--- src/imtt_pkg.sv ---
// Shared constants and types for the indexed-to-Morton tiled texture converter.
package imtt_pkg;

    localparam int MAX_DIM_DEF     = 1024;
    localparam int PAL_ENTRIES_DEF = 256;

    localparam int TILE_EDGE   = 8;
    localparam int TILE_TEXELS = TILE_EDGE * TILE_EDGE;
    localparam int POS_W       = $clog2(TILE_TEXELS);
    localparam int CFG_W       = 11;
    localparam int TILES_W     = CFG_W - 2;
    localparam int TEXEL_W     = 16;

    localparam int QUEUE_DEPTH = 4;
    localparam int QPTR_W      = $clog2(QUEUE_DEPTH);
    localparam int QLVL_W      = $clog2(QUEUE_DEPTH + 1);

    typedef enum logic {
        MODE_PIXEL   = 1'b0,
        MODE_PALETTE = 1'b1
    } imtt_mode_t;

    typedef enum logic {
        REG_SRC_WIDTH  = 1'b0,
        REG_SRC_HEIGHT = 1'b1
    } imtt_reg_t;

    // one converted pixel on its way to the tile store
    typedef struct packed {
        logic [TEXEL_W-1:0] texel;
        logic [POS_W-1:0]   pos;
        logic               last_tex;
    } imtt_pix_t;

endpackage

--- src/imtt_back.sv ---
// Back end: ping-pong tile store and Morton-order readout.
module imtt_back
    import imtt_pkg::*;
(
    input  logic               clk,
    input  logic               rst_n,
    input  logic               q_empty,
    input  imtt_pix_t          q_data,
    output logic               q_pop,
    output logic [TEXEL_W-1:0] texel,
    output logic               last_of_tile,
    output logic               last_of_texture,
    output logic               empty,
    input  logic               pop
);

    // output k takes x from k bits 4,2,0 and y from k bits 5,3,1
    function automatic logic [POS_W-1:0] morton_addr(input logic [POS_W-1:0] k);
        return {k[5], k[3], k[1], k[4], k[2], k[0]};
    endfunction

    logic [TEXEL_W-1:0] tile_mem [2 * TILE_TEXELS];

    logic               wb_reg, rb_reg;
    logic [1:0]         full_reg, full_next;
    logic [1:0]         blast_reg;
    logic [POS_W-1:0]   k_reg;
    logic               out_valid_reg;
    logic [TEXEL_W-1:0] texel_reg;
    logic               lt_reg, ltex_reg;

    logic               wr_done, rd_issue, rd_last, out_take;

    assign q_pop    = !q_empty && !full_reg[wb_reg];
    assign wr_done  = q_pop && (q_data.pos == POS_W'(TILE_TEXELS - 1));
    assign out_take = pop && out_valid_reg;
    assign rd_issue = full_reg[rb_reg] && (!out_valid_reg || out_take);
    assign rd_last  = rd_issue && (k_reg == POS_W'(TILE_TEXELS - 1));

    // set and clear never hit the same bank in one cycle
    always_comb
    begin
        full_next = full_reg;
        if (wr_done)
            full_next[wb_reg] = 1'b1;
        if (rd_last)
            full_next[rb_reg] = 1'b0;
    end

    always_ff @(posedge clk)
    begin
        if (q_pop)
            tile_mem[{wb_reg, q_data.pos}] <= q_data.texel;
        if (rd_issue)
        begin
            texel_reg <= tile_mem[{rb_reg, morton_addr(k_reg)}];
            lt_reg    <= (k_reg == POS_W'(TILE_TEXELS - 1));
            ltex_reg  <= (k_reg == POS_W'(TILE_TEXELS - 1)) && blast_reg[rb_reg];
        end
        if (wr_done)
            blast_reg[wb_reg] <= q_data.last_tex;
    end

    always_ff @(posedge clk or negedge rst_n)
    begin
        if (!rst_n)
        begin
            wb_reg        <= 1'b0;
            rb_reg        <= 1'b0;
            full_reg      <= '0;
            k_reg         <= '0;
            out_valid_reg <= 1'b0;
        end
        else
        begin
            full_reg <= full_next;
            if (wr_done)
                wb_reg <= !wb_reg;
            if (rd_last)
                rb_reg <= !rb_reg;
            if (rd_issue)
                k_reg <= k_reg + POS_W'(1);
            if (rd_issue)
                out_valid_reg <= 1'b1;
            else if (out_take)
                out_valid_reg <= 1'b0;
        end
    end

    assign texel           = texel_reg;
    assign last_of_tile    = lt_reg;
    assign last_of_texture = ltex_reg;
    assign empty           = !out_valid_reg;

endmodule

--- config.mk ---
export PLATFORM = sky130hd
export DESIGN_NAME = imtt_back
export DESIGN_NICKNAME = d
export VERILOG_FILES = /design/src/imtt_pkg.sv /design/src/imtt_back.sv
export SDC_FILE = /design/constraint.sdc
export NUM_CORES = 2
export LEC_CHECK = 0
export BUFFER_PORTS_ARGS = -buffer_cell sky130_fd_sc_hd__buf_2
export CORE_ASPECT_RATIO = 0.9
export CORE_UTILIZATION = 43
export DETAILED_ROUTE_END_ITERATION = 6
export RECOVER_POWER = 100
export SLEW_MARGIN = 30
export SYNTH_ARGS = -nofsm -noshare
export SYNTH_HDL_FRONTEND = slang
export SYNTH_SLANG_ARGS = --single-unit
export TNS_END_PERCENT = 5
--- constraint.sdc ---
create_clock -name clk -period 3.22 [get_ports clk]
set_input_delay 0.483 -clock clk [delete_from_list [all_inputs] [get_ports clk]]
set_output_delay 0.483 -clock clk [all_outputs]
set_load 0.02 [all_outputs]
After elaboration in Yosys (flattened, before gate mapping):

Memories as Yosys holds them, arrays and structs flattened. A register that Yosys moved wholly into a read port is not among the register bits.
Index checks and enable logic that the tools add are counted.

* register bits: 15
* RAM bits: 2048
* input port bits: 27
* output and inout bits: 20
* word-level logic and storage cells: 51
* memories: 1

Memory list
* tile_mem: depth 128, width 16, read ports 1, clocked after Yosys merged registers in 1, write ports 1, line imtt_back.sv:22 `logic [TEXEL_W-1:0] tile_mem [2 * TILE_TEXELS];`

* add/subtract/negate cells: 1
* $lt $le $gt $ge: 4
* equality and inequality tests: 2
* multiplexer cells: 17
* bitwise operators: 3
* reductions and logical operators: 15

Operators with widths (number)
* == test 6 bit (second input constant): 2
* 2-to-1 mux 1 bit: 12
* logical AND 1 bit: 8
* adder 6 x 1 -> 6 bit (second input constant): 1
* zero test 1 bit: 5
* < comparator 1 x 2 -> 1 bit (second input constant): 2
* 2-to-1 mux 2 bit: 2
* AND 2 bit: 1
* bitwise mux 2 bit: 1
* demux 1 bit (select 1 bit): 2
* greater-or-equal comparator 1 bit (second input constant): 2
* NOT 2 bit: 1
* OR 2 bit: 1
* nonzero test 2 bit: 1
* logical OR 1 bit: 1

Longest topological paths before layout:

* depth after elaboration: 8
* depth in mapped cells: 7
* mapped depth without buffers: 5

Worst setup path before layout:

Ideal clock, no wire load.

* kind: reg2reg
* from: register k_reg[0]
* to: register texel_reg[0], in the netlist texel[0] (read register of tile_mem) (data pin)
* library setup time: 260 ps
* arrival time: 2754 ps
* data required time: 2960 ps
* setup slack: 207 ps
* stages on the path, launching flop included: 7
* path buffers: 2
* clock period less this slack: 3013 ps
* cell sequence: dfrtp_1 -> buf_2 -> buf_1 -> mux4_2 -> mux4_2 -> mux4_2 -> mux2_2

RTL lines
* start: declaration: line imtt_back.sv:27 `logic [POS_W-1:0] k_reg;`
* start signal: assignment: line imtt_back.sv:82 `k_reg <= k_reg + POS_W'(1);`
* end: declaration: line imtt_back.sv:29 `logic [TEXEL_W-1:0] texel_reg;`

==> flow_metrics.env <==
export IMPL_status="complete, but fails checks"
export IMPL_violations="capacitance limit, slew limit, setup timing"
export IMPL_synth_cells=3141
export IMPL_synth_area_sq_um=79400
export IMPL_fin_crit_sh_pct=104
export IMPL_final_common_cell="edfxtp_1"
export IMPL_syn2layout_area_growth_pct=15.7
export IMPL_cts_buffer_depth=3
export IMPL_synthFlopType="edfxtp_1"
export IMPL_dp_hpwl_um=124000
export IMPL_portBuffers=46
export IMPL_critPathKind="flop to flop"
export IMPL_cts_htree_levels=4
export IMPL_grt_overflow_total=0
export IMPL_clock_skew_ns=0.0528
export IMPL_drcViolationCount=0
export IMPL_final_max_slew_viol_count=1175
export IMPL_grt_util_all_layers_pct=22.6
export IMPL_synth_distinct_cells=32
export IMPL_die_w_um=455
export IMPL_viasPerCell=6.00
export IMPL_holdWs_ns=0.128
export IMPL_post_route_util_pct=50.1
export IMPL_switching_share_pct=29.0
export IMPL_p_switching_uw=22300
export IMPL_worstMarginPinSlew_ns=3.27
export IMPL_core_area_sq_um=183000
export IMPL_max_cap_violations=19
export IMPL_numCtsBuffers=205
export IMPL_hp_start="q_data[6]"
export IMPL_synth_async_sr_flop_share_pct=0.529
export IMPL_finalWorstSetupSlack_ns=-0.143
export IMPL_seqPwrFrac_pct=39.6
export IMPL_synth_edf_count=2068
export IMPL_setup_viol=26
export IMPL_grt_pass1_wl_um=291000
export IMPL_drtIter0Drc=4996
export IMPL_place_congestion=0.848
export IMPL_num_vias=37000
export IMPL_clock_sinks=2079
export IMPL_period_minus_slack_ns=3.36
export IMPL_ff2ff_setup_slack_ns=-0.14
export IMPL_insertion_delay_ns=0.86
export IMPL_hold_class="input port to flop"
export IMPL_p_per_area_nw_per_um2=839
export IMPL_hold_viol=0
export IMPL_io_pins=47
export IMPL_intPower_uw=54700
export IMPL_fmax_ghz=0.297
export IMPL_largest_reg_flops=2048
export IMPL_wire_per_inst_um=34.0
export IMPL_avgSynthCellArea_sq_um=25.3
export IMPL_min_path_cells=4
export IMPL_pwr_share_comb_pct=30.6
export IMPL_rr_worst_depth=8
export IMPL_initial_core_util_pct=43.3
export IMPL_dieArea_sq_um=186000
export IMPL_ant_nets=0
export IMPL_syn_nets=3169
export IMPL_fp_row_count=149
export IMPL_crit_path_start_kind="flop"
export IMPL_path_max_fanout=10
export IMPL_final_layout_size_suffix_gt1_share_pct=35.1
export IMPL_cts_tree="built"
export IMPL_clkPwrFrac_pct=29.8
export IMPL_yosys_warnings=0
export IMPL_final_cell_mix="edfxtp_1 (2068), mux4_2 (672), clkbuf_16 (210)"
export IMPL_antenna_found_initial=28
export IMPL_routed_wl_um=209000
export IMPL_hold_path_end="wb_reg"
export IMPL_grt_max_degree=105
export IMPL_yosysSeqAreaShare_pct=78.6
export IMPL_dr_pass1_iters=6
export IMPL_r2r_start="k_reg[0]"
export IMPL_slew_headroom_pct=-118
export IMPL_peakVddDrop_uv=498
export IMPL_chipHeight_um=410
export IMPL_nets=3601
export IMPL_clk_pin_slew_worst_paths_ns=0.06
export IMPL_cp_required_ns=3.82
export IMPL_synth_seq_cells=2079
export IMPL_timing_rr_end="texel[7]"
export IMPL_crit_arrival_ns=3.97
export IMPL_power_leakage_uw=0.0282
export IMPL_rsz0062_at_grt="yes"
export IMPL_first_global_vias=36500
export IMPL_end_kind="flop"
export IMPL_setup_worst_path_start="k_reg[0]"
export IMPL_cts_root_buf="clkbuf_16"
-- cell families (layout without fill, tap and decap cells) --
logic type,count (synthesis),after routing,synth area share [%]
muxes,691,691,19.3
and+or+nand+nor,184,184,1.03
buffers and inverters,175,772,0.932
AOI/OAI and AO/OA,4,4,0.0378
xor gates and xnor gates,7,7,0.0772
DFF,2079,2079,78.6
other,0,7,0
adders and majority gates,1,1,0.0158
-- worst max-delay path, cell delays in order, from the launching register on --
cell and delay [ns]:
dfrtp_4 0.43, buf_12 0.15, buf_12 0.13, buf_16 0.20, buf_12 0.18, mux4_2 0.52, mux4_2 0.55, mux4_2 0.62
mux2_2 0.30
-- metrics by stage --
step	instances	setup slack, ns	total power, uW	area, sq um	TNS, ns
after floorplan	3141	0.207	44000	79400	0
after global placement	5732	-0.164	53300	85500	-1.13
after detailed placement	5732	-0.133	53300	85500	-1.15
after CTS	6135	-0.109	77300	92600	-1.29
after global routing	6156	-0.149	79300	91800	-3.23
final	6161	-0.143	77000	91800	-1.67
-- synth_stat cells (all sizes together), types with 4 or more instances --
library cell	n	area [sq um]
buf	74	360
clkbuf	99	372
dfrtp	11	275
edfxtp	2068	62100
mux2	17	191
mux4	672	15100
nand2	14	52.6
nand3	11	55.1
nor2	103	387
nor2b	6	37.5
nor3	34	170
xnor2	4	35.0
-- power by group through the flow --
stage	Combinational (uW)	Sequential, uW	Clock (uW)
after detailed placement	22300	31100	0
after CTS	23500	30500	23300
after floorplan	13200	30800	0
after global routing	24500	30500	24300
final	23600	30500	22900
after global placement	22200	31100	0
-- repair_timing --
action,in CTS,in global routing
pin swaps,0,0
buffers inserted,19,17
gates resized for setup,32,16
endpoints found under the hold margin,14,0
cloned,9,4
hold buffers,3,0
endpoints found under the setup margin,15,16
-- area by class of cell --
cell class	count	area, sq um
Timing Repair Buffer	398	3610
Sequential cell	2079	62400
Tap cell	2416	3020
Clock buffer	250	5320
Fill cell	14300	91500
Inverter	2	7.51
Multi-Input combinational cell	887	16400
Antenna cell	7	17.5
Clock inverter	122	1080
-- per-layer routing --
metal | vias up | GRT usage [%] | part of all wire [%]
li1 | 14600 | - | -
met1 | 20300 | 33.5 | 42
met2 | 1816 | 33.8 | 47
met3 | 294 | 4.60 | 8.6
met4 | 2 | 7.04 | 3.0
met5 | - | 0 | 0.0053
-- how the worst max path moves through the flow --
stage                            to  slack [ns]
after floorplan            texel[0]        0.21
after global placement     texel[3]       -0.16
after detailed placement   texel[3]       -0.13
after CTS                  texel[8]       -0.11
after global routing      texel[13]       -0.15
final                      texel[7]       -0.14
Power figures use the tool's default switching activity.
