--- src/imtt_pkg.sv ---
// Shared constants and types for the indexed-to-Morton tiled texture converter.
package imtt_pkg;

    localparam int MAX_DIM_DEF     = 1024;
    localparam int PAL_ENTRIES_DEF = 256;

    localparam int TILE_EDGE   = 8;
    localparam int TILE_TEXELS = TILE_EDGE * TILE_EDGE;
    localparam int POS_W       = $clog2(TILE_TEXELS);
    localparam int CFG_W       = 11;
    localparam int TILES_W     = CFG_W - 2;
    localparam int TEXEL_W     = 16;

    localparam int QUEUE_DEPTH = 4;
    localparam int QPTR_W      = $clog2(QUEUE_DEPTH);
    localparam int QLVL_W      = $clog2(QUEUE_DEPTH + 1);

    typedef enum logic {
        MODE_PIXEL   = 1'b0,
        MODE_PALETTE = 1'b1
    } imtt_mode_t;

    typedef enum logic {
        REG_SRC_WIDTH  = 1'b0,
        REG_SRC_HEIGHT = 1'b1
    } imtt_reg_t;

    // one converted pixel on its way to the tile store
    typedef struct packed {
        logic [TEXEL_W-1:0] texel;
        logic [POS_W-1:0]   pos;
        logic               last_tex;
    } imtt_pix_t;

endpackage

--- src/imtt_front.sv ---
// Front end: palette memory, position counters and texel conversion.
module imtt_front
    import imtt_pkg::*;
#(
    parameter int MAX_DIMENSION   = MAX_DIM_DEF,
    parameter int PALETTE_ENTRIES = PAL_ENTRIES_DEF
)
(
    input  logic               clk,
    input  logic               rst_n,
    input  logic               push,
    output logic               full,
    input  logic               mode,
    input  logic [7:0]         pixel_index,
    input  logic [7:0]         palette_address,
    input  logic [15:0]        palette_color,
    input  logic [CFG_W-1:0]   source_width,
    input  logic [CFG_W-1:0]   source_height,
    input  logic [QLVL_W-1:0]  q_level,
    output logic               q_push,
    output imtt_pix_t          q_data
);

    localparam int PAL_AW = $clog2(PALETTE_ENTRIES);

    function automatic logic [CFG_W-1:0] clamp_dim(input logic [CFG_W-1:0] d);
        if (32'(d) > MAX_DIMENSION)
            return CFG_W'(MAX_DIMENSION);
        return d;
    endfunction

    // tiles per side: padded power of two (at least 8) over the tile edge
    function automatic logic [TILES_W-1:0] tiles_for(input logic [CFG_W-1:0] d);
        logic [CFG_W:0] p;
        p = (CFG_W + 1)'(1) << CFG_W;
        for (int i = CFG_W; i >= 3; i--)
        begin
            if (((CFG_W + 1)'(1) << i) >= {1'b0, d})
                p = (CFG_W + 1)'(1) << i;
        end
        return p[CFG_W:3];
    endfunction

    function automatic logic [TEXEL_W-1:0] to_rgba5551(input logic [15:0] c);
        return {c[15:11], c[10:6], c[4:0], 1'b1};
    endfunction

    logic [15:0]        palette_mem [PALETTE_ENTRIES];

    logic [CFG_W-1:0]   sw_eff, sh_eff;
    logic [TILES_W-1:0] tiles_x, tiles_y;
    logic [POS_W-1:0]   pix_reg, pix_next;
    logic [CFG_W-1:0]   col_reg, col_next;
    logic [CFG_W-1:0]   row_reg, row_next;

    logic               s1_valid_reg;
    logic               keep_reg;
    logic [POS_W-1:0]   pos_reg;
    logic               last_tex_reg;
    logic [15:0]        pal_q_reg;

    logic               accept, pix_acc, pal_wr;
    logic               in_src, idx_ok, col_last, row_last, tile_end;

    // sizes follow the registers directly, so a request just after a write sees them
    assign sw_eff  = clamp_dim(source_width);
    assign sh_eff  = clamp_dim(source_height);
    assign tiles_x = tiles_for(sw_eff);
    assign tiles_y = tiles_for(sh_eff);

    assign full    = ({1'b0, q_level} + (QLVL_W + 1)'(s1_valid_reg))
                     >= (QLVL_W + 1)'(QUEUE_DEPTH);
    assign accept  = push && !full;
    assign pix_acc = accept && (mode == MODE_PIXEL);
    assign pal_wr  = accept && (mode == MODE_PALETTE)
                     && ({1'b0, palette_address} < 9'(PALETTE_ENTRIES));

    assign in_src  = ({col_reg, pix_reg[2:0]} < {3'b0, sw_eff})
                     && ({row_reg, pix_reg[5:3]} < {3'b0, sh_eff});
    assign idx_ok  = (pixel_index != 8'd0) && ({1'b0, pixel_index} < 9'(PALETTE_ENTRIES));

    assign col_last = ({1'b0, col_reg} + 12'd1) >= {3'b0, tiles_x};
    assign row_last = ({1'b0, row_reg} + 12'd1) >= {3'b0, tiles_y};
    assign tile_end = (pix_reg == POS_W'(TILE_TEXELS - 1));

    always_comb
    begin
        pix_next = pix_reg;
        col_next = col_reg;
        row_next = row_reg;
        if (pix_acc)
        begin
            pix_next = pix_reg + POS_W'(1);
            if (tile_end)
            begin
                if (col_last)
                begin
                    col_next = '0;
                    row_next = row_last ? '0 : row_reg + CFG_W'(1);
                end
                else
                begin
                    col_next = col_reg + CFG_W'(1);
                end
            end
        end
    end

    always_ff @(posedge clk)
    begin
        if (pal_wr)
            palette_mem[palette_address[PAL_AW-1:0]] <= palette_color;
        if (pix_acc)
        begin
            pal_q_reg    <= palette_mem[pixel_index[PAL_AW-1:0]];
            keep_reg     <= in_src && idx_ok;
            pos_reg      <= pix_reg;
            last_tex_reg <= col_last && row_last;
        end
    end

    always_ff @(posedge clk or negedge rst_n)
    begin
        if (!rst_n)
        begin
            pix_reg      <= '0;
            col_reg      <= '0;
            row_reg      <= '0;
            s1_valid_reg <= 1'b0;
        end
        else
        begin
            pix_reg      <= pix_next;
            col_reg      <= col_next;
            row_reg      <= row_next;
            s1_valid_reg <= pix_acc;
        end
    end

    assign q_push          = s1_valid_reg;
    assign q_data.texel    = keep_reg ? to_rgba5551(pal_q_reg) : '0;
    assign q_data.pos      = pos_reg;
    assign q_data.last_tex = last_tex_reg;

endmodule

--- config.mk ---
export PLATFORM = sky130hd
export DESIGN_NAME = imtt_front
export DESIGN_NICKNAME = d
export VERILOG_FILES = /design/src/imtt_pkg.sv /design/src/imtt_front.sv
export SDC_FILE = /design/constraint.sdc
export NUM_CORES = 2
export LEC_CHECK = 0
export BUFFER_PORTS_ARGS = -buffer_cell sky130_fd_sc_hd__buf_2
export CORE_AREA = 3 3 557 559
export DETAILED_ROUTE_END_ITERATION = 8
export DIE_AREA = 0 0 560 562
export GPL_ROUTABILITY_DRIVEN = 0
export PLACE_DENSITY = 0.68
export SETUP_SLACK_MARGIN = 0.05
export SLEW_MARGIN = 20
export SYNTH_ARGS = -nofsm -noshare
export SYNTH_HDL_FRONTEND = slang
export SYNTH_SLANG_ARGS = --single-unit
--- constraint.sdc ---
create_clock -name clk -period 3.2 [get_ports clk]
set_input_delay 0.32 -clock clk [delete_from_list [all_inputs] [get_ports clk]]
set_output_delay 0.32 -clock clk [all_outputs]
set_load 0.1 [all_outputs]
; Word level (Yosys, flattened, before mapping)
; Memory sizes are Yosys's and may differ from the RTL's. A register that Yosys moved wholly into a read port is not among the register bits.
; Cells that the tools add are included.
[word_totals]
regBits = 37
ram_bits = 4096
inputBits = 61
out_inout_bits = 25
wordCells = 76
n_memories = 1
[classes]
addsub = 6
order_cmp = 23
eq_ne = 1
muxes = 27
n_bitwise = 1
n_reduce_logical = 10
[memory_table]
columns = name, words, word_bits, read_ports, rd_ports_with_merged_regs, wr, line_no
row1 = palette_mem, 256, 16, 1, 1, 1, imtt_front.sv:48  ; logic [15:0] palette_mem [PALETTE_ENTRIES];
[ops]
columns = cell, n
row1 = two-way mux 12 bit, 16
row2 = two-way mux 11 bit, 6
row3 = < comparator 14 x 11 -> 1 bit, 2
row4 = adder 11 x 1 -> 12 bit (second input constant), 2
row5 = greater-or-equal comparator 12 x 9 -> 1 bit, 2
row6 = adder 11 x 1 -> 11 bit (second input constant), 2
row7 = greater-or-equal comparator 10 x 11 -> 1 bit (first input constant), 2
row8 = greater-or-equal comparator 11 bit (first input constant), 2
row9 = greater-or-equal comparator 4 x 11 -> 1 bit (first input constant), 2
row10 = greater-or-equal comparator 5 x 11 -> 1 bit (first input constant), 2
row11 = greater-or-equal comparator 6 x 11 -> 1 bit (first input constant), 2
row12 = greater-or-equal comparator 7 x 11 -> 1 bit (first input constant), 2
row13 = greater-or-equal comparator 8 x 11 -> 1 bit (first input constant), 2
row14 = greater-or-equal comparator 9 x 11 -> 1 bit (first input constant), 2
row15 = greater-than comparator 11 bit (second input constant), 2
row16 = two-way mux 16 bit, 1
row17 = nonzero test 8 bit, 1
row18 = adder 6 x 1 -> 6 bit (second input constant), 1
row19 = == test 6 bit (second input constant), 1
row20 = logical AND 1 bit, 6
row21 = adder 3 x 1 -> 4 bit, 1
row22 = greater-or-equal comparator 4 x 3 -> 1 bit (second input constant), 1
row23 = two-way mux 1 bit, 4
row24 = AND reduction 3 bit, 1
row25 = other kinds (3), 3

; Depth between registers and ports, before layout
[logic_depth]
word_depth = 14
mapped_depth = 15
ltp_nobuf = 13

; Worst setup path before layout
; OpenSTA, ideal clock, no wires.
[synth_timing]
path_type = reg-to-reg
from = register s1_valid_reg (netlist: q_push)
to = register col_reg[2]
setup_ns = 0.118
arrival_ns = 3.516
t_required_ns = 3.082
path_slack_ns = -0.434
path_stages_with_launch = 9
path_buffers = 1
period_less_slack_ns = 3.634
path_cell_list = dfrtp_1 -> a31oi_1 -> nand2_1 -> nor2_1 -> and4_1 -> and3_1 -> buf_2 -> o21ai_0 -> a21o_1
[synth_via]
elab_chain_len = 6
[synth_rtl]
columns = item, line_no
row1 = "start, declared", imtt_front.sv:56  ; logic s1_valid_reg;
row2 = "start signal, assigned", imtt_front.sv:136  ; s1_valid_reg <= pix_acc;
row3 = adder 3 x 1 -> 4 bit, imtt_front.sv:71  ; assign full = ({1'b0, q_level} + (QLVL_W + 1)'(s1_valid_reg))
row4 = greater-or-equal comparator 4 x 3 -> 1 bit, imtt_front.sv:72  ; >= (QLVL_W + 1)'(QUEUE_DEPTH);
row5 = zero test 1 bit, imtt_front.sv:73  ; assign accept = push && !full;
row6 = logical AND 1 bit, imtt_front.sv:73
row7 = logical AND 1 bit, imtt_front.sv:74  ; assign pix_acc = accept && (mode == MODE_PIXEL);
row8 = named net pix_acc, imtt_front.sv:62  ; logic accept, pix_acc, pal_wr;
row9 = AND reduction 2 bit (no line), -
row10 = "end signal, assigned", imtt_front.sv:134  ; col_reg <= col_next;
row11 = "end, declared", imtt_front.sv:53  ; logic [CFG_W-1:0] col_reg, col_next;
; The timed path passes the listed nets, and every way through them passes these cells.
; A chain may end at the register's enable or synchronous reset.

; Worst setup path in the final report
[layout_timing]
from = register s1_valid_reg (netlist: q_push)
to = memory palette_mem[1][8], enable pin
[layout_via]
elab_chain_len = 7
[layout_rtl]
columns = item, line_no
row1 = adder 3 x 1 -> 4 bit, imtt_front.sv:71
row2 = greater-or-equal comparator 4 x 3 -> 1 bit, imtt_front.sv:72
row3 = zero test 1 bit, imtt_front.sv:73
row4 = logical AND 1 bit, imtt_front.sv:73
row5 = logical AND 1 bit, imtt_front.sv:75  ; assign pal_wr = accept && (mode == MODE_PALETTE)
row6 = two-way mux 1 bit, imtt_front.sv:111  ; if (pal_wr)
row7 = two-way mux 1 bit (not written as such), imtt_front.sv:112  ; palette_mem[palette_address[PAL_AW-1:0]] <= palette_color;
row8 = "end, declared", imtt_front.sv:48
; No other way between the ends.

==> PnR_summary.wiki <==
{| class="wikitable"
! Metric !! Value
|-
| Nets || 8,454
|-
| Sequential Power Share || 52.6%
|-
| Type of element capturing the critical path || register
|-
| Most area-consuming cells after synthesis || edfxtp_1, mux4_2, mux2i_1
|-
| Non-filler instance count after layout || 12,800
|-
| Yosys top cell by area || edfxtp_1
|-
| Cell occurring most often along the worst timing path || buf_4
|-
| Leakage power figure || 58.6 nW
|-
| Top cells by instance count after synthesis || edfxtp_1, mux4_2, mux2i_1
|-
| Status || completed
|-
| Sw power || 23.4 mW
|-
| Slowest stage cell on the critical path || dfrtp_1
|-
| Path depth of the worst reg2reg path || 9
|-
| Placed Cells || 12,100
|-
| Overall die width || 560 microns
|-
| Root cell of the clock tree || clkbuf_16
|-
| Unrepaired setup endpoints after global routing || false
|-
| Floorplan core area || 0.306 sq mm
|-
| Number of global-route vias before repair || 81,200
|-
| Final Hold Viols || 0
|-
| Post-synthesis cell type count || 94
|-
| Average wire per cell in the routed design || 35.1 microns
|-
| Share of the synthesized area in the top cell type || 76.0%
|-
| Number of failing setup endpoints in the final timing report || 0
|-
| Top fanout value on the critical path || 15
|-
| Summed instance area of the synthesized netlist || 0.153 sq mm
|-
| Clock slew seen by the registers of the worst setup and hold paths || 0.06 ns
|-
| Die H || 562 microns
|-
| Slew margin rel. || 24.5%
|-
| Largest register FFs || 3,840
|-
| Final period utilization || 93.9%
|-
| Critical path arrival || 3.58 ns
|-
| Shortest clock period the worst path allows after layout || 3.01 ns
|-
| Cell-by-cell listing of the critical path || a31oi_2 -> buf_4 -> nand3_1 -> nor3_1 -> buf_4 -> nand2_1 -> buf_4 -> nor2_1 -> buf_4
|-
| Total of warnings raised by yosys || 0
|-
| Flop and latch count out of synthesis || 3,892
|-
| Post-DP HPWL || 289,000 microns
|-
| Switching part of the total || 21.9%
|-
| Port-buffer cells || 84
|-
| Biggest cell delay along the critical path || 0.39 ns
|-
| Cell family with most CP delay || buffers and inverters
|-
| Antenna viol nets, final || 0
|-
| Most instantiated flip-flop cell in the synthesis netlist || edfxtp_1
|-
| Iter 0 DRT Violations || 13,900
|-
| Clock tree from TritonCTS || done
|-
| R2r setup slk || 0.19 ns
|-
| Total Routed Length || 448,000 microns
|-
| Filler cell count || 21,800
|-
| R2r endpoint || palette_mem[1][8]
|-
| Power share of the combinational group || 6.2%
|-
| Max-Cap Viols || 0
|-
| Maximum count of clock buffers along a single path || 4
|-
| Most frequent cell after synthesis || edfxtp_1
|-
| Cells after synthesis || 7,182
|-
| Hold Startpoint || palette_color[13]
|-
| Antenna violations before repair || 26
|-
| Worst vdd ir || 0.000488 V
|-
| Startpoint class of the critical path || register
|-
| Worst-case clock skew || 0.0599 ns
|-
| Cell count of the worst hold path || 1
|-
| Async set or reset register ratio after synthesis || 0.745%
|-
| GR Util All Layers || 28.1%
|-
| Achievable Freq || 333 MHz
|-
| Num ports || 86
|-
| Std cell rows || 203
|-
| CP Data Required Time || 3.77 ns
|-
| Worst setup path category || register to register
|-
| Starting Density || 50.0%
|-
| Post-synth EDFFs || 3,863
|-
| Fin. max-slew vios || 0
|-
| Share of final-layout standard cells stronger than drive strength 1 || 29.4%
|-
| First-pass GRT wire length || 627,000 microns
|-
| Internal cell power || 83.3 mW
|-
| Syn avg cell area || 21.3 sq um
|-
| Via density per instance || 6.51
|-
| Syn-to-layout area delta || 16.7%
|-
| Combined buffer and inverter count along the critical path || 4
|-
| Power Dens Cells || 599 mW/mm^2
|-
| Startpoint of the worst register-to-register path || q_push
|-
| Number of buffers created by CTS || 380
|-
| Sequential element share of the synthesized area || 76.5%
|-
| Final setup TNS || 0 ns
|-
| Final setup slack of the worst path || 0.194 ns
|-
| Total DRC errors in the routed layout || 0
|-
| Slew @ Worst Pin || 1.13 ns
|-
| Endpoint of the worst hold-timing path || palette_mem[242][13]
|-
| H-tree depth || 5
|-
| Path type of the worst min-delay path || input pin to register
|-
| Maximum number of pins on one net before global-route repair || 121
|-
| Total grt overflow || 0
|-
| Clock sink count || 3,892
|-
| Clock group share of total power || 41.1%
|-
| Die footprint || 0.315 sq mm
|-
| Via count of the routed design || 83,100
|-
| Post-Route Utilization || 58.3%
|-
| Placement-stage worst setup slack || -0.550 ns
|-
| Clock network latency to the later pin of the worst-skew pair || 0.94 ns
|-
| Number of detailed-route iterations in the first pass || 8
|}
[per-layer routing]
layer  track usage, %  share of wire (%)
met5            0.346              0.044
met4             12.0                5.1
met3             6.50                 12
met2             42.9                 46
met1             39.1                 37
[power groups by stage]
stage / clock network, mW / logic (mW) / registers (mW)
global placement: 0 / 6.37 / 57.2
finish: 43.9 / 6.64 / 56.2
detailed placement: 0 / 6.49 / 57.2
CTS: 44.3 / 6.53 / 56.2
floorplan: 0 / 2.89 / 57.3
global route: 46.2 / 6.80 / 56.1
[per-stage QoR]
step / hold WS, ns / instance area [sq um] / power (mW)
floorplan: 0.0244 / 153000 / 60.2
global placement: 0.391 / 166000 / 63.6
detailed placement: 0.400 / 166000 / 63.7
CTS: 0.0166 / 178000 / 107
global route: 0.0323 / 178000 / 109
finish: 0.0546 / 178000 / 107
[cells in the final DEF (no fill, tap or decap), types with 37 or more instances in the layout]
cell       count
a211oi_1      38
o22ai_1       93
mux4_2       711
a221oi_1      66
nand3_1       62
clkbuf_1      78
o21ai_0       95
buf_2         62
mux4_1       111
clkinv_2      81
clkbuf_16    383
ha_1          39
nor2_1       316
buf_4        943
edfxtp_1    3863
a22o_1        37
buf_12       169
mux2i_1      345
nand2_1      179
clkinv_1      78
a22oi_1      135
a21oi_1      143
[area by class of cell]
class	count	area [sq um]	area share, %
clock buffer	461	9880	5.55
timing repair buffer	1205	11200	6.27
multi-input combinational	2854	32900	18.5
sequential	3892	117000	65.5
clock inverter	221	2180	1.22
inverter	19	78.8	0.0443
tap	4100	5130	2.88
antenna	12	30.0	0.0169
[repair_timing]
item | 4_1_cts | 5_1_grt
hold buffers | 15 | 0
hold endpoints to repair | 391 | 0
endpoints found under the setup margin | 12 | 14
gates resized for setup | 1 | 6
setup buffers | 2 | 2
pin swaps | 0 | 0
[cells by family after synthesis]
| logic type | Yosys count | share of synthesized area, % |
|---|---|---|
| other | 1 | 0.00246 |
| AO/OA/AOI/OAI | 821 | 3.78 |
| adder cells (fa/ha/maj) | 41 | 0.336 |
| XOR/XNOR | 15 | 0.0861 |
| AND/OR/NAND/NOR | 774 | 2.32 |
| buffers and inverters | 437 | 2.10 |
| multiplexers | 1201 | 14.9 |
| flip-flops | 3892 | 76.5 |
[how the worst max path moves through the flow]
stage,startpoint,to,slack [ns],cells after the start
final,q_push,palette_mem[1][8],0.19,9
after global placement,pixel_index[0],pal_q_reg[1],-0.50,10
after floorplan,source_height[0],row_reg[5],-0.07,12
after CTS,row_reg[1],row_reg[1],0.05,12
after global routing,row_reg[5],row_reg[1],0.06,11
after detailed placement,pixel_index[0],pal_q_reg[1],-0.55,10
No activity file was read; power rests on OpenSTA's default activity.
