<file path="src/imtt_pkg.sv">
// Shared constants and types for the indexed-to-Morton tiled texture converter.
package imtt_pkg;

    localparam int MAX_DIM_DEF     = 1024;
    localparam int PAL_ENTRIES_DEF = 256;

    localparam int TILE_EDGE   = 8;
    localparam int TILE_TEXELS = TILE_EDGE * TILE_EDGE;
    localparam int POS_W       = $clog2(TILE_TEXELS);
    localparam int CFG_W       = 11;
    localparam int TILES_W     = CFG_W - 2;
    localparam int TEXEL_W     = 16;

    localparam int QUEUE_DEPTH = 4;
    localparam int QPTR_W      = $clog2(QUEUE_DEPTH);
    localparam int QLVL_W      = $clog2(QUEUE_DEPTH + 1);

    typedef enum logic {
        MODE_PIXEL   = 1'b0,
        MODE_PALETTE = 1'b1
    } imtt_mode_t;

    typedef enum logic {
        REG_SRC_WIDTH  = 1'b0,
        REG_SRC_HEIGHT = 1'b1
    } imtt_reg_t;

    // one converted pixel on its way to the tile store
    typedef struct packed {
        logic [TEXEL_W-1:0] texel;
        logic [POS_W-1:0]   pos;
        logic               last_tex;
    } imtt_pix_t;

endpackage

</file>
<file path="src/imtt_fifo.sv">
// Short queue of converted pixels between front and back ends.
module imtt_fifo
    import imtt_pkg::*;
(
    input  logic              clk,
    input  logic              rst_n,
    input  logic              push,
    input  imtt_pix_t         din,
    input  logic              pop,
    output imtt_pix_t         dout,
    output logic              empty,
    output logic [QLVL_W-1:0] level
);

    imtt_pix_t           slot_reg [QUEUE_DEPTH];
    logic [QPTR_W-1:0]   wr_ptr_reg, rd_ptr_reg;
    logic [QLVL_W-1:0]   count_reg, count_next;

    always_comb
    begin
        count_next = count_reg;
        if (push && !pop)
            count_next = count_reg + QLVL_W'(1);
        else if (pop && !push)
            count_next = count_reg - QLVL_W'(1);
    end

    always_ff @(posedge clk)
    begin
        if (push)
            slot_reg[wr_ptr_reg] <= din;
    end

    always_ff @(posedge clk or negedge rst_n)
    begin
        if (!rst_n)
        begin
            wr_ptr_reg <= '0;
            rd_ptr_reg <= '0;
            count_reg  <= '0;
        end
        else
        begin
            if (push)
                wr_ptr_reg <= wr_ptr_reg + QPTR_W'(1);
            if (pop)
                rd_ptr_reg <= rd_ptr_reg + QPTR_W'(1);
            count_reg <= count_next;
        end
    end

    assign dout  = slot_reg[rd_ptr_reg];
    assign empty = (count_reg == '0);
    assign level = count_reg;

endmodule

</file>
<file path="config.mk">
export PLATFORM = sky130hd
export DESIGN_NAME = imtt_fifo
export DESIGN_NICKNAME = d
export VERILOG_FILES = /design/src/imtt_pkg.sv /design/src/imtt_fifo.sv
export SDC_FILE = /design/constraint.sdc
export NUM_CORES = 1
export LEC_CHECK = 0
export ABC_CLOCK_PERIOD_IN_PS = 1950
export BUFFER_PORTS_ARGS = -buffer_cell sky130_fd_sc_hd__buf_2
export CAP_MARGIN = 5
export CORE_MARGIN = 2
export CORE_UTILIZATION = 55
export DETAILED_ROUTE_END_ITERATION = 12
export PLACE_DENSITY_LB_ADDON = 0.1
export RECOVER_POWER = 50
export SLEW_MARGIN = 20
export SYNTH_ARGS = -nofsm -noshare
export SYNTH_HDL_FRONTEND = slang
export SYNTH_SLANG_ARGS = --single-unit
</file>
<file path="constraint.sdc">
create_clock -name clk -period 1.95 [get_ports clk]
set_input_delay 0.39 -clock clk [delete_from_list [all_inputs] [get_ports clk]]
set_output_delay 0.39 -clock clk [all_outputs]
set_load 0.05 [all_outputs]
</file>
# Word-level counts from Yosys, hierarchy flattened

Memory sizes are Yosys's and may differ from the RTL's.
Index checks and enable logic that the tools add are counted.

Reduce and logical (&&, ||, !) cells: 6
Add/sub/neg operators: 4
Mux-type cells: 4

Operators by type and width:

| cell                | number |
|---|---|
| $mux 3              | 2 |
| $add 2x1->2 const B | 2 |
| $add 3x1->3 const B | 1 |
| $logic_not 3->1     | 1 |
| $sub 3x1->3 const B | 1 |
| $logic_and 1x1->1   | 2 |
| $logic_not 1->1     | 2 |
| $mux 1              | 2 |
| $reduce_bool 2->1   | 1 |

Logic and storage cells: 18
Bits in registers: 7
Bits in writable memories: 92
Memories: 1
Output and inout port bits: 27
Bits of input ports: 27

Memories:

| name     | depth | bits a word | rd ports | clocked after Yosys merged registers in | write ports | line            | RTL |
|---|---|---|---|---|---|---|---|
| slot_reg | 4     | 23          | 1        | 0                                       | 1           | imtt_fifo.sv:15 | `imtt_pix_t slot_reg [QUEUE_DEPTH];` |

# Logic depth before layout (Yosys ltp)

Gate-level depths: netlist of the first run.

Word-level depth: 4
Mapped depth: 7
Mapped depth without buffers: 7

# Least setup slack after synthesis of the first run

Ideal clock, no wire load.

Path kind: register to output
Start: register count_reg[0], in the netlist level[0]
End: output port empty
Required time: 1.560 ns
Cell stages (with the launch flop): 2
Setup slack: -0.205 ns
Path buffers: 0
Arrival: 1.765 ns
Cell sequence: dfrtp_1 nor3_1

Longest elaborated chain between the ends: 1

Ends and longest elaborated chain:

| element                | line            | RTL |
|---|---|---|
| from (decl)            | imtt_fifo.sv:17 | `logic [QLVL_W-1:0] count_reg, count_next;` |
| from (signal assigned) | imtt_fifo.sv:48 | `count_reg <= count_next;` |
| $logic_not 3->1        | imtt_fifo.sv:53 | `assign empty = (count_reg == '0);` |
| to (decl)              | imtt_fifo.sv:11 | `output logic empty,` |

Every way passes these cells.

==> results of run 1 <==
logic make-up after synthesis:
family          after synthesis  share of synthesized area [%]
compound gates                1                          0.133
xor+xnor                      6                           1.40
fa+ha+maj                     6                           2.20
buf+inv                      10                           2.17
flops                        99                           78.4
mux                          24                           14.6
simple gates                  8                           1.10
worst max path at each step:
stage          slack, ns       end     startpoint  depth (start not counted)
4_1_cts            -0.20   dout[4]  rd_ptr_reg[0]                          4
3_3_place_gp        0.21  dout[16]  rd_ptr_reg[0]                          3
6_report           -0.11  dout[11]  rd_ptr_reg[0]                          3
3_5_place_dp        0.18  dout[16]  rd_ptr_reg[0]                          3
2_1_floorplan       0.21     empty       level[0]                          1
5_1_grt            -0.17  dout[19]  rd_ptr_reg[0]                          3
area by class of cell:
class / count / area (sq um) / share of cell area, %
Clock buffer: 9 / 124 / 2.74
Clock inverter: 7 / 106 / 2.35
Inverter: 4 / 15.0 / 0.332
Multi-Input combinational cell: 45 / 716 / 15.8
Sequential cell: 99 / 2940 / 64.9
Tap cell: 80 / 100 / 2.21
Timing Repair Buffer: 68 / 526 / 11.6
worst reg2reg max path, cell delays in order (launching register included):
cell and delay [ns]:
dfrtp_1 0.44, inv_1 0.11, ha_1 0.14, and2_1 0.32, buf_4 0.29
cells in the final DEF, fill, tap and decap left out, drive strengths merged:
master | netlist | routed
xnor2 | 2 | 2
nand2 | 2 | 2
clkbuf | 0 | 34
mux2 | 1 | 1
xor2 | 4 | 4
ha | 5 | 5
buf | 6 | 42
and2 | 4 | 4
edfxtp | 92 | 92
clkinv | 0 | 2
bufinv | 0 | 2
o21ai | 1 | 1
inv | 4 | 7
fa | 1 | 1
dlygate4sd3 | 0 | 1
nor3 | 1 | 1
nor2 | 1 | 1
dfrtp | 7 | 7
mux4 | 23 | 23
routing by layer:
| metal | vias to the layer above | track usage, % | share of wire [%] |
|---|---|---|---|
| met1 | 882 | 20.7 | 40 |
| met2 | 40 | 31.2 | 54 |
| met3 | 10 | 4.67 | 4.1 |
| met4 | 0 | 8.52 | 1.7 |
| li1 | 771 | - | - |
| met5 | - | 0 | 0 |
per-stage QoR:
stage / TNS [ns] / total power, uW
final: -2.20 / 8010
after global routing: -3.37 / 8350
after CTS: -3.38 / 8150
after detailed placement: 0 / 6080
after global placement: 0 / 6000
after floorplan: 0 / 5410
power by group:
part	internal [uW]	total, uW	leakage, uW	switching (uW)
logic	1420	3580	0.000534	2160
clock network	744	1460	0.000116	719
registers	2790	2970	0.000926	174
what timing repair did:
item / in CTS / in global routing
pin swaps: 0 / 0
hold endpoints to repair: 7 / 0
gates resized for setup: 53 / 1
endpoints found under the setup margin: 23 / 23
cloned: 1 / 0
buffers inserted: 2 / 0
hold buffers: 1 / 0
==> impl_metrics.env, run 1 <==
export IMPL_synthTopCellsByArea="edfxtp_1 (74%), mux4_2 (11%), dfrtp_1 (4.7%)"
export IMPL_timing_hold_ws_ns=0.234
export IMPL_hold_violations=0
export IMPL_outcome="complete, but fails checks"
export IMPL_coreArea_sq_um=6680
export IMPL_grt_first_pass_wirelength_um=9410
export IMPL_crit_fanout=9
export IMPL_start_util_pct=56.1
export IMPL_async_flop_share_pct=7.07
export IMPL_crit_type="register to primary output"
export IMPL_grt_max_degree=19
export IMPL_ys_seq_area_share_pct=78.4
export IMPL_critPathRequiredTime_ns=1.56
export IMPL_synth_top_area_share_pct=73.7
export IMPL_min_period_over_period_pct=106
export IMPL_layout_drive_gt1_share_pct=36.2
export IMPL_r2r_slack_ns=0.36
export IMPL_failed_checks="setup timing"
export IMPL_critPathBufInv=2
export IMPL_synth_most_common_cell="edfxtp_1"
export IMPL_post_drt_wl_per_cell_um=19.6
export IMPL_yosysTopAreaCell="edfxtp_1"
export IMPL_first_iter_violations=127
export IMPL_placed_cell_area_sq_um=4160
export IMPL_vias=1703
export IMPL_synth_edf_count=92
export IMPL_largest_reg_flops=92
export IMPL_synth_common_cells="edfxtp_1 (92), mux4_2 (18), dfrtp_1 (7)"
export IMPL_grt_usage_pct=17.9
export IMPL_drt_total_wl_um=6110
export IMPL_hold_path_depth=2
export IMPL_syn_cell_area_sq_um=3750
export IMPL_fmax_mhz=485
export IMPL_htreeDepth=3
export IMPL_clkLatencyLatePin_ns=0.37
export IMPL_diodes=0
export IMPL_place_inst=293
export IMPL_clkTransAtPathRegs_ns=0.09
export IMPL_cts_buffer_depth=2
export IMPL_maxCapViolCount=0
export IMPL_worstPathCellList="buf_12 -> mux4_2 -> buf_6"
export IMPL_synth_fp_nets=187
export IMPL_detail_route_first_pass_iterations=6
export IMPL_cts_tree="built"
export IMPL_nets=260
export IMPL_fin_cells=312
export IMPL_worst_slew_pin_transition_ns=0.373
export IMPL_fp_dieH_um=86.6
export IMPL_syn_to_final_growth_pct=20.7
export IMPL_stdcell_area_sq_um=4530
export IMPL_setup_violations_final=23
export IMPL_fillerInstances=456
export IMPL_antenna_found_initial=0
export IMPL_gp_congestion=0.674
export IMPL_end_kind="primary output"
export IMPL_rr_startpoint="wr_ptr_reg[0]"
export IMPL_vdd_ir_drop_max_uv=1000
export IMPL_cts_root_buffer="clkbuf_8"
export IMPL_period_minus_slack_ns=2.06
export IMPL_layout_setup_ws_ns=-0.112
export IMPL_reg2reg_depth=4
export IMPL_clkSinkCount=99
export IMPL_hpwl_um=4010
export IMPL_synth_warnings=0
export IMPL_critPathLaunchType="register"
export IMPL_pin_count=54
export IMPL_worstHoldStart="pop"
export IMPL_slew_violations=0
export IMPL_final_core_util_pct=67.7
export IMPL_min_to="rd_ptr_reg[0]"
export IMPL_final_antenna_net_count=0
export IMPL_finalClockSkew_ns=0.00951
export IMPL_rsz0062_at_grt="yes"
export IMPL_syn_avg_cell_area_sq_um=24.3
export IMPL_power_per_cell_area_nw_per_um2=1770
export IMPL_rows=30
export IMPL_max_stage_delay_ns=0.53
export IMPL_cp_top_family="multiplexers"
export IMPL_grt_pass1_vias=1817
export IMPL_hold_class="input port to register"
export IMPL_drcViolationCount=0
export IMPL_port_buffers=53
export IMPL_die_w_um=86.6
export IMPL_grt_ovfl_total=0
export IMPL_leakage_uw=0.00158
export IMPL_cp_slowest_cell="mux4_2"
export IMPL_relSlewSlack_pct=75.1
export IMPL_cp_arrival_ns=1.67
export IMPL_ys_flop_type="edfxtp_1"
export IMPL_cts_buffers_inserted=9
export IMPL_place_ws_ns=0.181
export IMPL_drt_vias_per_instance=5.46
export IMPL_synthCells=154
export IMPL_ys_types=18
export IMPL_synth_seq_cells=99
export IMPL_die_area_sq_um=7490
export IMPL_r2r_end="slot_reg[0][8]"
Note: power is estimated with default switching activity, not from simulation.
==> inputs of run 2 (changes only) <==
--- a/config.mk
+++ b/config.mk
@@ -10,3 +10,3 @@
 export CAP_MARGIN = 5
-export CORE_MARGIN = 2
+export CORE_MARGIN = 1
 export CORE_UTILIZATION = 55
==> constraint.sdc (replaced) <==
create_clock -name clk -period 1.95 [get_ports clk]
set_input_delay 0.0975 -clock clk [delete_from_list [all_inputs] [get_ports clk]]
set_output_delay 0.0975 -clock clk [all_outputs]
set_load 0.05 [all_outputs]
==> run 2 against run 1 <==
The flow finishes with violations (DRC); register-to-register slack about the same; clock skew up 0.0020 ns; die area down 4.6%; global-route usage up 0.78 points; worst hold slack worse by 0.21 ns; final cell count up 6.1%; clock power down 9%; count of clock-buffer cells in the layout unchanged; non-clock buffer count up 22; first-iteration DRC count down 1.6%; routed wire length down 0.97%; critical endpoint is now dout[3].
==> impl_metrics.env, run 2 (same netlist as run 1, synthesis figures left out) <==
export IMPL_start_util_pct=58.0
export IMPL_hold_class="input port to register"
export IMPL_drt_total_wl_um=6050
export IMPL_pin_count=54
export IMPL_fp_dieH_um=84.6
export IMPL_gp_congestion=0.722
export IMPL_grt_usage_pct=18.7
export IMPL_cp_slowest_cell="mux4_2"
export IMPL_die_area_sq_um=7150
export IMPL_rows=29
export IMPL_critPathLaunchType="register"
export IMPL_outcome="complete, but fails checks"
export IMPL_fillerInstances=416
export IMPL_grt_pass1_vias=1896
export IMPL_finalClockSkew_ns=0.0115
export IMPL_hpwl_um=3800
export IMPL_end_kind="primary output"
export IMPL_final_core_util_pct=71.1
export IMPL_crit_fanout=14
export IMPL_grt_first_pass_wirelength_um=9650
export IMPL_stdcell_area_sq_um=4590
export IMPL_syn_to_final_growth_pct=22.6
export IMPL_crit_type="register to primary output"
export IMPL_reg2reg_depth=3
export IMPL_leakage_uw=0.00161
export IMPL_rsz0062_at_grt="no"
export IMPL_mostFrequentLayoutCells="edfxtp_1 (92), clkbuf_1 (28), dlygate4sd3_1 (25), buf_2 (25), mux4_2 (18)"
export IMPL_cts_buffers_inserted=9
export IMPL_detail_route_first_pass_iterations=8
export IMPL_drt_vias_per_instance=5.39
export IMPL_worstPathCellList="buf_12 -> mux4_2 -> buf_2"
export IMPL_slew_violations=0
export IMPL_cp_arrival_ns=1.74
export IMPL_worst_slew_pin_transition_ns=0.617
export IMPL_final_antenna_net_count=0
export IMPL_antenna_found_initial=0
export IMPL_vdd_ir_drop_max_uv=884
export IMPL_multiInputGateArea_sq_um=729
export IMPL_power_per_cell_area_nw_per_um2=1610
export IMPL_first_iter_violations=125
export IMPL_setup_tns_ns=0
export IMPL_cts_root_buffer="clkbuf_8"
export IMPL_nets=282
export IMPL_port_buffers=53
export IMPL_drcViolationCount=6
export IMPL_hold_path_depth=2
export IMPL_critPathRequiredTime_ns=1.85
export IMPL_setup_violations_final=0
export IMPL_hold_violations=0
export IMPL_htreeDepth=3
export IMPL_clkSinkCount=99
export IMPL_largest_reg_flops=92
export IMPL_layout_drive_gt1_share_pct=28.7
export IMPL_final_common_cell="edfxtp_1"
export IMPL_die_w_um=84.6
export IMPL_timing_hold_ws_ns=0.0226
export IMPL_placed_cell_area_sq_um=4160
export IMPL_grt_ovfl_total=0
export IMPL_coreArea_sq_um=6460
export IMPL_diodes=0
export IMPL_cts_buffer_depth=2
export IMPL_failed_checks="DRC"
export IMPL_maxCapViolCount=0
export IMPL_fmax_mhz=546
export IMPL_clkLatencyLatePin_ns=0.35
export IMPL_grt_max_degree=24
export IMPL_min_period_over_period_pct=94.0
export IMPL_max_stage_delay_ns=0.54
export IMPL_relSlewSlack_pct=59.1
export IMPL_post_drt_wl_per_cell_um=18.3
export IMPL_cts_tree="built"
export IMPL_clkTransAtPathRegs_ns=0.09
export IMPL_power_total_uw=7380
export IMPL_register_area_sq_um=2940
export IMPL_cts_resized=0
export IMPL_period_minus_slack_ns=1.83
export IMPL_vias=1784
-- run 2: stage by stage --
stage,setup slack [ns],cells
after CTS,0.00456,329
after detailed placement,0.347,288
final,0.117,331
after global placement,0.406,288
after global routing,0.0453,331
after floorplan,0.0872,154
-- run 2: layer usage --
layer / GRT usage [%] / share of wire, % / vias up
li1: - / - / 822
met1: 23.3 / 42 / 914
met2: 31.5 / 53 / 39
met3: 4.62 / 3.6 / 9
met4: 8.01 / 1.7 / 0
met5: 0 / 0 / -
-- run 2: critical path, delay by kind of cell, from the launching register on --
family	cells	cell delay, ns
multiplexers	1	0.54
flip-flops	1	0.43
buffers and inverters	2	0.42
-- run 2: power by group --
part	switching (uW)	internal, uW	leakage [uW]
Combinational	2080	1020	0.000585
Clock	713	613	0.0000984
Sequential	156	2790	0.000926
-- run 2: worst paths after layout --
check | startpoint | end | slack (ns)
worst max-delay path | rd_ptr_reg[0] | dout[3] | 0.12
worst min-delay path | push | wr_ptr_reg[0] | 0.02
worst max register to register | wr_ptr_reg[0] | slot_reg[3][5] | 0.37
worst min register to register | level[2] | level[2] | 0.51
max in group asynchronous | rst_n | rd_ptr_reg[0] | 1.48
min in group asynchronous | rst_n | wr_ptr_reg[1] | 0.18
-- run 2: area by class of cell --
class	count	share of cell area, %
well taps	77	2.10
inverters	4	0.327
multi-input cells	45	15.9
repair buffers	90	13.2
flip-flops and latches	99	64.0
clock inverters	7	1.80
clock buffers	9	2.70
-- run 2: repair_timing --
item                                    CTS  global route
hold endpoints to repair                100             0
endpoints found under the setup margin    0            18
buffers inserted                          0             2
hold buffers                             25             0
==> inputs of run 3 (changes only) <==
Settings changed: CELL_PAD_IN_SITES_DETAIL_PLACEMENT from default to 0, CELL_PAD_IN_SITES_GLOBAL_PLACEMENT from default to 1, CORE_UTILIZATION 55 to 49.
==> run 3 against run 2 <==
The run now ends clean; sequential share of layout area is 0.16 points higher; count of clock-buffer cells in the layout stayed put; non-clock buffer count up 1; first-iteration DRC count down 43%; via count rose by 0.84%; clock skew shrank 0.0054 ns; critical path depth unchanged; fmax rose by 0.81%; final cell count grew 6.6%; worst setup slack better by 0.015 ns; die area is 12% higher; sequential cell count stayed put; critical endpoint is now dout[2]; largest power group unchanged; highest routed layer unchanged.
==> impl_metrics.env, run 3 (same netlist as run 1, synthesis figures left out) <==
export IMPL_outcome="finished, final reports clean"
export IMPL_grt_ovfl_total=0
export IMPL_first_iter_violations=71
export IMPL_die_area_sq_um=8000
export IMPL_r2r_end="slot_reg[3][14]"
export IMPL_coreArea_sq_um=7330
export IMPL_final_antenna_net_count=0
export IMPL_drcViolationCount=0
export IMPL_nets=283
export IMPL_cts_tree="built"
export IMPL_grt_usage_pct=16.9
export IMPL_hold_violations=0
export IMPL_cts_buffer_depth=2
export IMPL_vias=1799
export IMPL_grt_pass1_vias=1822
export IMPL_die_w_um=89.5
export IMPL_leakage_uw=0.00160
export IMPL_fmax_mhz=550
export IMPL_maxCapViolCount=0
export IMPL_detail_route_first_pass_iterations=4
export IMPL_hold_path_depth=2
export IMPL_grt_first_pass_wirelength_um=9240
export IMPL_fp_dieH_um=89.5
export IMPL_rows=31
export IMPL_setup_violations_final=0
export IMPL_cts_buffers_inserted=9
export IMPL_end_kind="primary output"
export IMPL_syn_to_final_growth_pct=22.3
export IMPL_gp_congestion=0.666
export IMPL_r2r_slack_ns=0.30
export IMPL_pin_count=54
export IMPL_rr_startpoint="wr_ptr_reg[0]"
export IMPL_crit_type="register to primary output"
export IMPL_start_util_pct=51.1
export IMPL_largest_reg_flops=92
export IMPL_slew_violations=0
export IMPL_diodes=0
export IMPL_cts_setup_buffers=0
export IMPL_grt_max_degree=16
export IMPL_post_drt_wl_per_cell_um=17.2
export IMPL_drt_vias_per_instance=5.10
export IMPL_cts_root_buffer="clkbuf_8"
export IMPL_crit_fanout=14
export IMPL_worstHoldStart="push"
export IMPL_relSlewSlack_pct=60.4
export IMPL_vdd_ir_drop_max_uv=668
export IMPL_cp_arrival_ns=1.72
export IMPL_rsz0062_at_grt="no"
export IMPL_drt_total_wl_um=6070
export IMPL_power_per_cell_area_nw_per_um2=1580
export IMPL_multiInputGateArea_sq_um=729
export IMPL_port_buffers=53
export IMPL_fillerInstances=537
export IMPL_min_to="wr_ptr_reg[0]"
export IMPL_antenna_found_initial=0
export IMPL_period_minus_slack_ns=1.82
export IMPL_final_common_cell="edfxtp_1"
export IMPL_critPathLaunchType="register"
export IMPL_htreeDepth=3
export IMPL_hpwl_um=4000
export IMPL_register_area_sq_um=2940
export IMPL_worst_slew_pin_transition_ns=0.596
export IMPL_finalClockSkew_ns=0.00604
export IMPL_reg2reg_depth=3
export IMPL_critPathRequiredTime_ns=1.85
export IMPL_clkSinkCount=99
export IMPL_hold_class="input port to register"
export IMPL_mostFrequentLayoutCells="edfxtp_1 (92), clkbuf_1 (28), dlygate4sd3_1 (25), buf_2 (25), mux4_2 (18)"
export IMPL_power_total_uw=7230
export IMPL_setup_tns_ns=0
export IMPL_clkTransAtPathRegs_ns=0.08
export IMPL_min_period_over_period_pct=93.2
export IMPL_layout_drive_gt1_share_pct=27.6
export IMPL_clkLatencyLatePin_ns=0.34
[run 3: changes by cell type in the layout (fill, tap and decap cells not counted), moves of 2 or more]
cell / delta
buf_4: +2
inv_6: -2
clkinv_1: +3
buf_12: -2
[run 3: what timing repair did]
| action | in CTS | in global routing |
|---|---|---|
| hold buffers | 25 | 0 |
| resized for setup | 0 | 1 |
| hold endpoints to repair | 100 | 0 |
| endpoints found under the setup margin | 0 | 14 |
[run 3: through the flow]
step                      hold WS (ns)  area, sq um  worst slack, ns  util, %  instances
after floorplan                 -0.198         3750           0.0872        -        154
after global placement         -0.0565         4180            0.430     57.1        313
after detailed placement       -0.0502         4180            0.352     57.1        313
after CTS                       0.0118         4610           0.0111     62.9        353
after global routing            0.0313         4580           0.0293     62.5        353
final                           0.0252         4580            0.132     62.5        353
[run 3: area by class of cell]
type	count	share of cell area, %
repair buffers	91	13.0
well taps	99	2.70
multi-input cells	45	15.9
clock buffers	9	2.70
flip-flops and latches	99	64.1
clock inverters	6	1.26
inverters	4	0.328
[run 3: layer usage]
layer,vias to the layer above,wire [um],track usage (%)
met5,-,0,0
met4,0,109,8.66
met3,9,199,3.23
met2,42,3230,28.5
met1,925,2530,21.0
li1,823,-,-
[run 3: worst max-delay path, cell delays in order (launching register included)]
cell	delay, ns
dfrtp_2	0.39
buf_6	0.23
mux4_2	0.53
buf_2	0.23
[run 3: worst max path at each step]
stage,end,from,cells past startpoint,slack (ns)
floorplan,empty,level[0],1,0.09
global placement,dout[9],rd_ptr_reg[0],3,0.43
detailed placement,slot_reg[1][16],wr_ptr_reg[1],4,0.35
CTS,dout[2],rd_ptr_reg[0],3,0.01
global route,dout[3],rd_ptr_reg[0],3,0.03
finish,dout[2],rd_ptr_reg[0],3,0.13
[run 3: where the power goes]
part | total (uW) | switching, uW | internal, uW
Clock | 1210 | 638 | 575
Sequential | 2940 | 150 | 2790
Combinational | 3080 | 2080 | 1000
Total | 7230 | 2860 | 4370
